**config.mk**
```make
export PLATFORM = sky130hd
export DESIGN_NAME = fbm_ctrl
export DESIGN_NICKNAME = d
export VERILOG_FILES = /design/src/hw/rtl/fbm_pkg.sv /design/src/hw/rtl/fbm_ctrl.sv
export SDC_FILE = /design/constraint.sdc
export NUM_CORES = 1
export LEC_CHECK = 0
export ABC_AREA = 1
export BUFFER_PORTS_ARGS = -buffer_cell sky130_fd_sc_hd__buf_2
export CAP_MARGIN = 20
export CORE_MARGIN = 5
export CORE_UTILIZATION = 55
export CTS_BUF_LIST = sky130_fd_sc_hd__clkbuf_2
export CTS_CLUSTER_DIAMETER = 150
export CTS_CLUSTER_SIZE = 24
export DETAILED_ROUTE_END_ITERATION = 6
export PLACE_DENSITY = 0.86
export SLEW_MARGIN = 20
export SYNTH_ARGS = -nofsm -noshare
export SYNTH_HDL_FRONTEND = slang
export SYNTH_SLANG_ARGS = --single-unit
```
**constraint.sdc**
```tcl
create_clock -name clk -period 2 [get_ports clk]
set_input_delay 0.2 -clock clk [delete_from_list [all_inputs] [get_ports clk]]
set_output_delay 0.2 -clock clk [all_outputs]
set_load 0.02 [all_outputs]
```
**src/hw/rtl/fbm_pkg.sv**
```systemverilog
`timescale 1ns / 1ps

package fbm_pkg;

  localparam int MAX_PATTERN_DEF   = 64;
  localparam int ALPHABET_DEF      = 256;
  localparam int MASK_BITS_DEF     = 32;
  localparam int POSITION_BITS_DEF = 32;

  localparam int BYTE_W  = 8;
  localparam int MATCH_W = 32;

  localparam logic FUNC_PATTERN = 1'b0;
  localparam logic FUNC_TEXT    = 1'b1;

  // Datapath operations issued by the sequencer
  typedef enum logic [4:0] {
    OP_IDLE,
    OP_CLR,
    OP_F_RD,
    OP_F_USE,
    OP_F_FIN,
    OP_B_RD,
    OP_B_USE,
    OP_RMW_RD,
    OP_RMW_WR,
    OP_BDONE,
    OP_E_RD0,
    OP_E_INIT,
    OP_E_RDW,
    OP_E_RDT,
    OP_E_UPD,
    OP_R_RD,
    OP_R_CMP,
    OP_OUT
  } op_t;

  typedef struct packed {
    op_t  op;
    logic accept;
  } cmd_t;

  typedef struct packed {
    logic acc_build;
    logic acc_eval;
    logic clr_last;
    logic f_end;
    logic f_stop;
    logic m1_zero;
    logic b_done;
    logic m1_one;
    logic e_stop;
    logic r_done;
    logic out_wait;
  } st_t;

endpackage

```
**src/hw/rtl/fbm_ctrl.sv**
```systemverilog
`timescale 1ns / 1ps

module fbm_ctrl (
  input  logic          clk,
  input  logic          rst_n,
  input  logic          in_valid,
  output logic          in_stall,
  input  fbm_pkg::st_t  st,
  output fbm_pkg::cmd_t cmd
);

  typedef enum logic [17:0] {
    S_IDLE   = 18'h00001,
    S_CLR    = 18'h00002,
    S_F_RD   = 18'h00004,
    S_F_USE  = 18'h00008,
    S_F_FIN  = 18'h00010,
    S_B_RD   = 18'h00020,
    S_B_USE  = 18'h00040,
    S_RMW_RD = 18'h00080,
    S_RMW_WR = 18'h00100,
    S_BDONE  = 18'h00200,
    S_E_RD0  = 18'h00400,
    S_E_INIT = 18'h00800,
    S_E_RDW  = 18'h01000,
    S_E_RDT  = 18'h02000,
    S_E_UPD  = 18'h04000,
    S_R_RD   = 18'h08000,
    S_R_CMP  = 18'h10000,
    S_OUT    = 18'h20000
  } state_t;

  state_t state_r, state_nxt;

  assign in_stall   = (state_r != S_IDLE);
  assign cmd.accept = (state_r == S_IDLE) && in_valid;

  always_comb begin
    case (state_r)
      S_IDLE:   cmd.op = fbm_pkg::OP_IDLE;
      S_CLR:    cmd.op = fbm_pkg::OP_CLR;
      S_F_RD:   cmd.op = fbm_pkg::OP_F_RD;
      S_F_USE:  cmd.op = fbm_pkg::OP_F_USE;
      S_F_FIN:  cmd.op = fbm_pkg::OP_F_FIN;
      S_B_RD:   cmd.op = fbm_pkg::OP_B_RD;
      S_B_USE:  cmd.op = fbm_pkg::OP_B_USE;
      S_RMW_RD: cmd.op = fbm_pkg::OP_RMW_RD;
      S_RMW_WR: cmd.op = fbm_pkg::OP_RMW_WR;
      S_BDONE:  cmd.op = fbm_pkg::OP_BDONE;
      S_E_RD0:  cmd.op = fbm_pkg::OP_E_RD0;
      S_E_INIT: cmd.op = fbm_pkg::OP_E_INIT;
      S_E_RDW:  cmd.op = fbm_pkg::OP_E_RDW;
      S_E_RDT:  cmd.op = fbm_pkg::OP_E_RDT;
      S_E_UPD:  cmd.op = fbm_pkg::OP_E_UPD;
      S_R_RD:   cmd.op = fbm_pkg::OP_R_RD;
      S_R_CMP:  cmd.op = fbm_pkg::OP_R_CMP;
      S_OUT:    cmd.op = fbm_pkg::OP_OUT;
      default:  cmd.op = fbm_pkg::OP_IDLE;
    endcase
  end

  always_comb begin
    state_nxt = state_r;
    case (state_r)
      S_IDLE: begin
        if (in_valid) begin
          if (st.acc_build) state_nxt = S_CLR;
          else if (st.acc_eval) state_nxt = S_E_RD0;
        end
      end
      S_CLR:    if (st.clr_last) state_nxt = S_F_RD;
      S_F_RD:   state_nxt = st.f_end ? S_F_FIN : S_F_USE;
      S_F_USE:  state_nxt = st.f_stop ? S_F_FIN : S_F_RD;
      S_F_FIN:  state_nxt = st.m1_zero ? S_BDONE : S_B_RD;
      S_B_RD:   state_nxt = S_B_USE;
      S_B_USE:  state_nxt = S_RMW_RD;
      S_RMW_RD: state_nxt = S_RMW_WR;
      S_RMW_WR: state_nxt = st.b_done ? S_BDONE : S_B_RD;
      S_BDONE:  state_nxt = S_IDLE;
      S_E_RD0:  state_nxt = S_E_INIT;
      S_E_INIT: state_nxt = st.m1_one ? S_R_RD : S_E_RDW;
      S_E_RDW:  state_nxt = S_E_RDT;
      S_E_RDT:  state_nxt = S_E_UPD;
      S_E_UPD:  state_nxt = st.e_stop ? S_R_RD : S_E_RDW;
      S_R_RD:   state_nxt = st.r_done ? S_OUT : S_R_CMP;
      S_R_CMP:  state_nxt = S_R_RD;
      S_OUT:    if (!st.out_wait) state_nxt = S_IDLE;
      default:  state_nxt = S_IDLE;
    endcase
  end

  always_ff @(posedge clk) begin
    if (!rst_n) begin
      state_r <= S_IDLE;
    end else begin
      state_r <= state_nxt;
    end
  end

endmodule

```
# Yosys cells after proc, flatten, opt, wreduce, memory -nomap -nowiden
# Index checks and enable logic that the tools add are counted.
# totals
word_cells,40
ff_bits,18
# op_classes
n_eq_ne,23
n_reduce_logical,2
muxes,14
# ops
op,n
18-bit one-hot mux with 17 select lines,1
18-bit two-way mux,6
5-bit one-hot mux with 17 select lines,1
16-bit two-way mux,2
10-bit two-way mux,2
18-bit by 1-bit == test with 1-bit output (second input constant),1
18-bit by 10-bit == test with 1-bit output (second input constant),1
18-bit by 11-bit == test with 1-bit output (second input constant),1
18-bit by 12-bit == test with 1-bit output (second input constant),1
18-bit by 13-bit == test with 1-bit output (second input constant),1
18-bit by 14-bit == test with 1-bit output (second input constant),1
18-bit by 15-bit == test with 1-bit output (second input constant),1
18-bit by 16-bit == test with 1-bit output (second input constant),1
18-bit by 17-bit == test with 1-bit output (second input constant),1
18-bit == test (second input constant),1
18-bit by 2-bit == test with 1-bit output (second input constant),1
18-bit by 3-bit == test with 1-bit output (second input constant),1
18-bit by 4-bit == test with 1-bit output (second input constant),1
18-bit by 5-bit == test with 1-bit output (second input constant),1
18-bit by 6-bit == test with 1-bit output (second input constant),1
18-bit by 7-bit == test with 1-bit output (second input constant),1
18-bit by 8-bit == test with 1-bit output (second input constant),1
18-bit by 9-bit == test with 1-bit output (second input constant),1
18-bit by 1-bit inequality test with 1-bit output (second input constant),1
5 further kinds,8

# Longest topological paths before layout
# Gate-level depths: netlist of run 1.
# depth
ltp_word,4
ltp_mapped,13
mapped_depth_nobuf,13

# Least setup slack after synthesis of run 1
# No wires, ideal clock.
# synth_timing
path_kind,reg-to-output
start,reg state_r[5]
end,out cmd[1] (netlist name)
slack_ns,0.408
arrival_time_ns,1.392
stages_incl_launch_ff,9
t_required_ns,1.800
path_cell_list,dfxtp_1 nor2_4 nand2_4 nor2_8 and2_4 buf_8 nand2_1 nand3_1 or3_1
# synth_rtl
item,line_no,text
"start, declared",fbm_ctrl.sv:33,"state_t state_r, state_nxt;"
"start signal, assigned",fbm_ctrl.sv:96,state_r <= state_nxt;
"end, declared",fbm_ctrl.sv:9,output fbm_pkg::cmd_t cmd

==> flow_metrics.tcl, run 1 <==
set metrics [dict create \
    run_status "complete, but fails checks" \
    violations "setup timing" \
    multi_input_area_um2 931 \
    worstSkewPairLatency_ps 300 \
    detailed_place_hpwl_um 2540 \
    numClockSinks 18 \
    syn_area_mm2 0.00139 \
    grtUsageTotal 0.193 \
    required_ps 1800 \
    synthDistinctLibCells 31 \
    cap_violations 0 \
    seq_area_frac_synth 0.259 \
    synth_ff_type "dfxtp_1" \
    post_drt_wl_per_cell_um 14.8 \
    yosys.area.top_type "dfxtp_1" \
    synthArstFlopShare 0 \
    drive_gt1_frac 0.447 \
    netlist.area_leader.share 0.259 \
    cp.arrival_ps 1820 \
    reg2reg_from "state_r[8]" \
    fin_cells 274 \
    ant_nets 0 \
    numCtsBuffers 3 \
    vias 1541 \
    yosys_warnings 0 \
    fillers 175 \
    synth_seq_cells 18 \
    port_buffers 20 \
    worstMarginPinSlew_ps 501 \
    hold_violations 0 \
    synth_area_leaders "dfxtp_1, inv_1, nand3_1" \
    grt_pass1_wl_um 5300 \
    period_minus_slack_ps 2020 \
    regMostFlops "state_r" \
    crit_start "state_r[3]" \
    die_h_um 60.3 \
    first_pass_iters 5 \
    overflow 0 \
    final_cell_mix "inv_1, nor2_1, nand3_1, nand2_1, buf_4" \
    root_buffer "clkbuf_2" \
    die_w_um 60.3 \
    setup_viol_count_final 2 \
    place_ws_ps 160 \
    crit_end "cmd[1]" \
    power.total_mw 1.25 \
    worst-r2r-cell-count 9 \
    syn-num-nets 221 \
    place_inst 254 \
    antenna_found_initial 0 \
    drc 0 \
    worst-path-max-fanout 7 \
    via_per_inst 5.62 \
    fmax_mhz 495 \
    syn_area_per_cell_um2 6.73 \
    hold_path.class "in -> reg" \
    worst_hold_slack_ps 55.8 \
    fin_crit_sh 1.01 \
    finalWorstSetupSlack_ps -22.1 \
    finalWirelength_um 4050 \
    critPathCaptureType "output pin" \
    htreeDepth 1 \
    rsz0062_at_grt "yes" \
    critPathLaunchType "flip-flop" \
    top_regs "state_r (18)" \
    initial_core_util 0.568 \
    critical_path_class "reg -> out" \
    largest_reg_flops 18 \
    grt_pass1_vias 1308 \
    cts.path.max_buffers 2 \
    cts_tree "done" \
    clkTransAtPathRegs_ps 170 \
    seq_area_um2 400 \
    core_region_area_mm2 0.00245 \
    die_area_mm2 0.00364 \
    drv_slew 0 \
    synth_edf_count 0 \
    placed_area_mm2 0.00150 \
    maxSlewHeadroom 0.665 \
    area_delta_synth_final_pct 28.5 \
    insertedDiodeCount 0 \
    vdd_drop_max_v 0.000787 \
    finClkSkew_ps 8.94 \
    fp-row-count 18 \
    layout_commonest_cell "inv_1" \
    fin_area_mm2 0.00179 \
    io-pin-count 21 \
    p_leak_nw 0.982 \
    ff2ff_setup_slack_ps 190 \
    fin_nets 260 \
    gp_congestion 0.950 \
    p_per_area_mw_per_mm2 697 \
    final_core_util 0.730 \
    finalSetupTns_ps -32.7 \
    grt_max_degree 18 \
    syn_inst 207 \
    r2r_end "state_r[1]" \
    drt_iter0_drc 104 \
]
Yosys cell counts (2+ instances only):
cell type	instances
dfxtp_1	18
inv_1	43
inv_2	2
nand2_1	27
nand2_2	4
nand2_4	2
nand3_1	26
nand3_2	9
nand4_1	7
nor2_1	26
nor2_2	8
nor2_4	5
nor2_8	2
nor3_1	6
o21ai_0	5
o22ai_1	2
worst min-delay path by stage:
| stage | start | endpoint | depth (start not counted) |
|---|---|---|---|
| after floorplan | st[7] | state_r[3] | 1 |
| after global placement | st[1] | state_r[16] | 2 |
| after detailed placement | st[1] | state_r[16] | 2 |
| after CTS | st[7] | state_r[3] | 2 |
| after global routing | st[1] | state_r[16] | 2 |
| final | st[7] | state_r[3] | 2 |
logic make-up (layout without fill, tap and decap cells):
group,Yosys count,after routing,synth area share
compound gates,12,12,0.0583
buf+inv,49,85,0.149
flops,18,18,0.259
simple gates,128,129,0.534
power breakdown:
| part | total, mW | switching (mW) | internal (mW) |
|---|---|---|---|
| clock network | 0.153 | 0.113 | 0.0409 |
| registers | 0.400 | 0.0218 | 0.378 |
| logic | 0.696 | 0.437 | 0.259 |
| total | 1.25 | 0.571 | 0.677 |
layout make-up:
cell class                 instances  share of cell area
inverter                          45              0.0943
multi-input combinational        141               0.520
clock buffer                       3             0.00838
tap                               30              0.0209
sequential                        18               0.223
timing repair buffer              37               0.133
critical path, cell delays in order (launching register included):
cell     delay, ps
dfxtp_2        400
nor2_4          50
nand2_4        130
nor2_8          70
and2_4         190
nand2_4         60
nand3_2         70
or3_4          400
buf_6          140
metal layers:
metal | up-vias | global-route usage | part of all wire
met5 | - | 0 | 0
met4 | 0 | 0.0949 | 0.043
met3 | 29 | 0.0277 | 0.092
met2 | 94 | 0.324 | 0.48
met1 | 689 | 0.240 | 0.39
li1 | 729 | - | -
repair_timing:
item,in CTS,in global routing
pin swaps,2,14
cloned,0,1
setup buffers,5,11
gates resized for setup,10,42
hold buffers,0,0
endpoints found under the setup margin,3,5
Power figures use the tool's default switching activity.
==> inputs of run 2 (changes only) <==
==> constraint.sdc (replaced) <==
create_clock -name clk -period 2.3 [get_ports clk]
set_input_delay 0.345 -clock clk [delete_from_list [all_inputs] [get_ports clk]]
set_output_delay 0.345 -clock clk [all_outputs]
set_load 0.02 [all_outputs]
==> run 2 against run 1 <==
  * The flow now finishes without violations
  * Wire length down 23%
  * Largest power group unchanged
  * Utilization down 9.5 points
  * Critical endpoint unchanged
  * Worst hold slack improved by 120 ps
  * Die area stayed put
  * Final cell count down 5.1%
  * Combinational power shrank 31%
  * Non-clock buffer count is 14 lower
  * Count of clock-buffer cells in the layout did not move
==> flow_metrics.tcl, run 2 (synthesis gave the netlist of run 1 again) <==
set metrics [dict create \
    run_status "finished, final reports clean" \
    drt_iter0_drc 89 \
    maxSlewHeadroom 0.685 \
    cp_top_family "simple AND/OR/NAND/NOR gates" \
    detailed_place_hpwl_um 2380 \
    setup_viol_count_final 0 \
    finalWorstSetupSlack_ps 73.3 \
    worstSkewPairLatency_ps 320 \
    fmax_mhz 449 \
    clkTransAtPathRegs_ps 190 \
    cpPeakStageDelay_ps 430 \
    die_area_mm2 0.00364 \
    ant_nets 0 \
    crit_path_cell_trace "nor2_4 -> nand2_4 -> inv_1 -> nand2_1 -> nor2_4 -> nand2_1 -> nand3_1 -> or3_1 -> buf_2" \
    grt_pass1_wl_um 5130 \
    grt_max_degree 18 \
    cap_violations 0 \
    reg2reg_from "state_r[15]" \
    drc 0 \
    worst-path-buf-inv 2 \
    via_per_inst 5.24 \
    fin_nets 245 \
    drive_gt1_frac 0.304 \
    area_delta_synth_final_pct 11.8 \
    grt_pass1_vias 1161 \
    root_buffer "clkbuf_2" \
    fin_crit_sh 0.968 \
    layout_commonest_cell "inv_1" \
    required_ps 1960 \
    regMostFlops "state_r" \
    slowest_stage "dfxtp_1" \
    finalWirelength_um 3130 \
    fillers 224 \
    finClkSkew_ps 22.3 \
    overflow 0 \
    numClockSinks 18 \
    ff2ff_setup_slack_ps 450 \
    period_minus_slack_ps 2230 \
    grtUsageTotal 0.187 \
    port_buffers 20 \
    io-pin-count 21 \
    rsz0062_at_grt "no" \
    largest_reg_flops 18 \
    fp-row-count 18 \
    vdd_drop_max_v 0.000736 \
    drv_slew 0 \
    min_to "state_r[3]" \
    die_h_um 60.3 \
    p_per_area_mw_per_mm2 623 \
    worst-r2r-cell-count 10 \
    critical_path_class "reg -> out" \
    hold_violations 0 \
    hold_depth 2 \
    critPathCaptureType "output pin" \
    hold_start "st[7]" \
    vias 1362 \
    cp.arrival_ps 1880 \
    post_drt_wl_per_cell_um 12.0 \
    final_cell_mix "inv_1, nand2_1, nand3_1, nor2_1, buf_2" \
    gp_congestion 0.890 \
    hold_path.class "in -> reg" \
    die_w_um 60.3 \
    worstMarginPinSlew_ps 471 \
    finalSetupTns_ps 0 \
    place_inst 253 \
    initial_core_util 0.568 \
    place_ws_ps 324 \
    insertedDiodeCount 0 \
    p_leak_nw 0.867 \
    critPathLaunchType "flip-flop" \
    core_region_area_mm2 0.00245 \
    worst-path-max-fanout 6 \
    antenna_found_initial 0 \
    htreeDepth 1 \
    cts_tree "done" \
    numCtsBuffers 3 \
    r2r_end "state_r[0]" \
    first_pass_iters 4 \
    cts.path.max_buffers 2 \
    top_regs "state_r (18)" \
    fin_cells 260 \
]
run 2: changes by cell type in the layout (fill, tap and decap cells not counted), moves of 3 or more:
cell	before	now
dfxtp_2	11	4
buf_4	19	3
nor2_2	2	6
dfxtp_1	0	14
nor2_4	13	7
buf_2	17	20
nand2_4	5	2
dfxtp_4	7	0
nand2_1	24	27
run 2: what timing repair did:
action | 4_1_cts | 5_1_grt
resized for setup | 1 | 8
setup buffers | 0 | 3
pin swaps | 0 | 3
setup endpoints to repair | 1 | 4
hold buffers | 0 | 0
run 2: how the worst max path moves through the flow:
| stage | start | endpoint | cells after the start |
|---|---|---|---|
| after floorplan | state_r[5] | cmd[1] | 8 |
| after global placement | state_r[0] | cmd[1] | 7 |
| after detailed placement | state_r[0] | cmd[1] | 7 |
| after CTS | state_r[0] | cmd[1] | 7 |
| after global routing | state_r[6] | cmd[1] | 9 |
| final | state_r[6] | cmd[1] | 9 |
run 2: stage by stage:
stage          area, µm²  hold WS [ps]  utilization  power, mW
4_1_cts             1510           178        0.616      0.944
6_report            1560           180        0.635      0.970
3_5_place_dp        1490           532        0.608      0.806
2_1_floorplan       1390           423            -      0.757
3_3_place_gp        1490           523        0.608      0.801
5_1_grt             1560           166        0.635       1.04
run 2: cell type report:
cell class	instances	area (µm²)	area share
clock buffers	3	15.0	0.00964
clock inverters	1	3.75	0.00241
well taps	30	37.5	0.0241
flip-flops and latches	18	365	0.235
repair buffers	23	123	0.0787
multi-input cells	140	845	0.542
inverters	45	169	0.108
run 2: report_power, final:
| part | internal (mW) | switching [mW] | total (mW) |
|---|---|---|---|
| Combinational | 0.152 | 0.325 | 0.477 |
| Sequential | 0.330 | 0.0192 | 0.350 |
| Clock | 0.0378 | 0.105 | 0.143 |
run 2: per-layer routing:
layer / vias up / wire length [µm] / GRT usage
met4: 0 / 92 / 0.0949
met5: - / 0 / 0
li1: 699 / - / -
met2: 54 / 1380 / 0.275
met3: 11 / 261 / 0.0213
met1: 598 / 1390 / 0.269
==> inputs of run 3 (changes only) <==
Settings changed: REMOVE_ABC_BUFFERS from default to 1.
==> run 3 against run 2 <==
  * Flip-flop and latch count unchanged
  * Clock power down 8%
  * Die area unchanged
  * Clock skew down 15 ps
  * Setup slack better by 24 ps
  * Global-route usage up 0.10 points
  * Wire length down 1.3%
  * Count of clock-buffer cells in the layout unchanged
  * Total power up 0.40%
  * Worst hold slack better by 3.3 ps
  * Largest cell class unchanged
  * Highest routed layer unchanged
==> flow_metrics.tcl, run 3 (synthesis gave the netlist of run 1 again) <==
set metrics [dict create \
    largest_reg_flops 18 \
    htreeDepth 1 \
    io-pin-count 21 \
    critical_path_class "reg -> out" \
    fillers 226 \
    top_regs "state_r (18)" \
    cts.path.max_buffers 2 \
    insertedDiodeCount 0 \
    rsz0062_at_grt "yes" \
    layout_commonest_cell "inv_1" \
    fp-row-count 18 \
    numClockSinks 18 \
    drive_gt1_frac 0.316 \
    numCtsBuffers 3 \
    drc 0 \
    grt_pass1_vias 1259 \
    critPathCaptureType "output pin" \
    grtUsageTotal 0.188 \
    finalSetupTns_ps 0 \
    root_buffer "clkbuf_2" \
    post_drt_wl_per_cell_um 11.8 \
    placed_area_mm2 0.00149 \
    fin_cells 261 \
    initial_core_util 0.568 \
    clkTransAtPathRegs_ps 170 \
    grt_max_degree 18 \
    core_region_area_mm2 0.00245 \
    setup_viol_count_final 0 \
    grt_pass1_wl_um 5220 \
    finalWorstSetupSlack_ps 97.8 \
    finalWirelength_um 3090 \
    first_pass_iters 4 \
    fin_crit_sh 0.957 \
    via_per_inst 5.25 \
    power.total_uw 974 \
    multi_input_area_um2 845 \
    drv_slew 0 \
    gp_congestion 0.848 \
    die_h_um 60.3 \
    vias 1370 \
    cap_violations 0 \
    detailed_place_hpwl_um 2390 \
    antenna_found_initial 0 \
    area_delta_synth_final_pct 12.6 \
    worst_hold_slack_ps 183 \
    die_area_mm2 0.00364 \
    regMostFlops "state_r" \
    period_minus_slack_ps 2200 \
    worstMarginPinSlew_ps 491 \
    run_status "finished, final reports clean" \
    fin_area_mm2 0.00157 \
    final_core_util 0.639 \
    ant_nets 0 \
    hold_path.class "in -> reg" \
    vdd_drop_max_v 0.000742 \
    seq_area_um2 365 \
    final_cell_mix "inv_1, nand2_1, nor2_1" \
    place_ws_ps 399 \
    cpPeakStageDelay_ps 380 \
    p_per_area_mw_per_mm2 621 \
    drt_iter0_drc 53 \
    finClkSkew_ps 7.58 \
    crit_path_cell_trace "nor2_4 -> inv_2 -> nor2_2 -> and2_4 -> o21ai_4 -> and3_1 -> nand4_1 -> buf_2" \
    worst-path-max-fanout 7 \
    slowest_stage "dfxtp_1" \
    ff2ff_setup_slack_ps 440 \
    overflow 0 \
    fin_nets 247 \
    p_leak_nw 0.875 \
    required_ps 1960 \
    maxSlewHeadroom 0.672 \
    die_w_um 60.3 \
    place_inst 253 \
    fmax_mhz 454 \
    cts_hold_buf 0 \
    hold_violations 0 \
    cts_tree "done" \
    critPathLaunchType "flip-flop" \
    port_buffers 20 \
    cp.arrival_ps 1860 \
    worstSkewPairLatency_ps 310 \
]
## run 3: changes by cell type in the layout (fill, tap and decap cells not counted), sizes merged
cell    delta
buf        +2
clkinv     -1
## run 3: final cells by class
cell class                 count  area share
clock buffer                   3     0.00957
inverter                      45       0.108
multi-input combinational    140       0.538
sequential                    18       0.233
tap                           30      0.0239
timing repair buffer          25      0.0877
## run 3: worst paths after layout
check / cells past startpoint / endpoint / from
setup / recovery: 8 / cmd[4] / state_r[17]
hold / removal: 2 / state_r[3] / st[7]
setup reg to reg: 10 / state_r[0] / state_r[15]
hold reg to reg: 2 / state_r[0] / state_r[0]
## run 3: worst max-delay path, delay by kind of cell (launching register included)
family                 cells  cell delay, ps
AO/OA/AOI/OAI              1              70
AND/OR/NAND/NOR            5             850
flip-flops                 1             380
buffers and inverters      2             250
## run 3: power by group
part           switching (mW)  leakage (nW)  total, mW  internal (mW)
clock                  0.0969        0.0125      0.132         0.0356
sequential             0.0200         0.147      0.350          0.330
combinational           0.328         0.715      0.492          0.163
## run 3: repair_timing
item	4_1_cts	5_1_grt
setup endpoints to repair	0	4
resized for setup	0	9
buffers inserted	0	5
## run 3: metal layers
layer  vias up  global-route usage  routed length [µm]
met4         0              0.0665                  46
met1       617               0.236                1360
li1        712                   -                   -
met3         5              0.0362                 206
met2        36               0.321                1470
met5         -                   0                   0
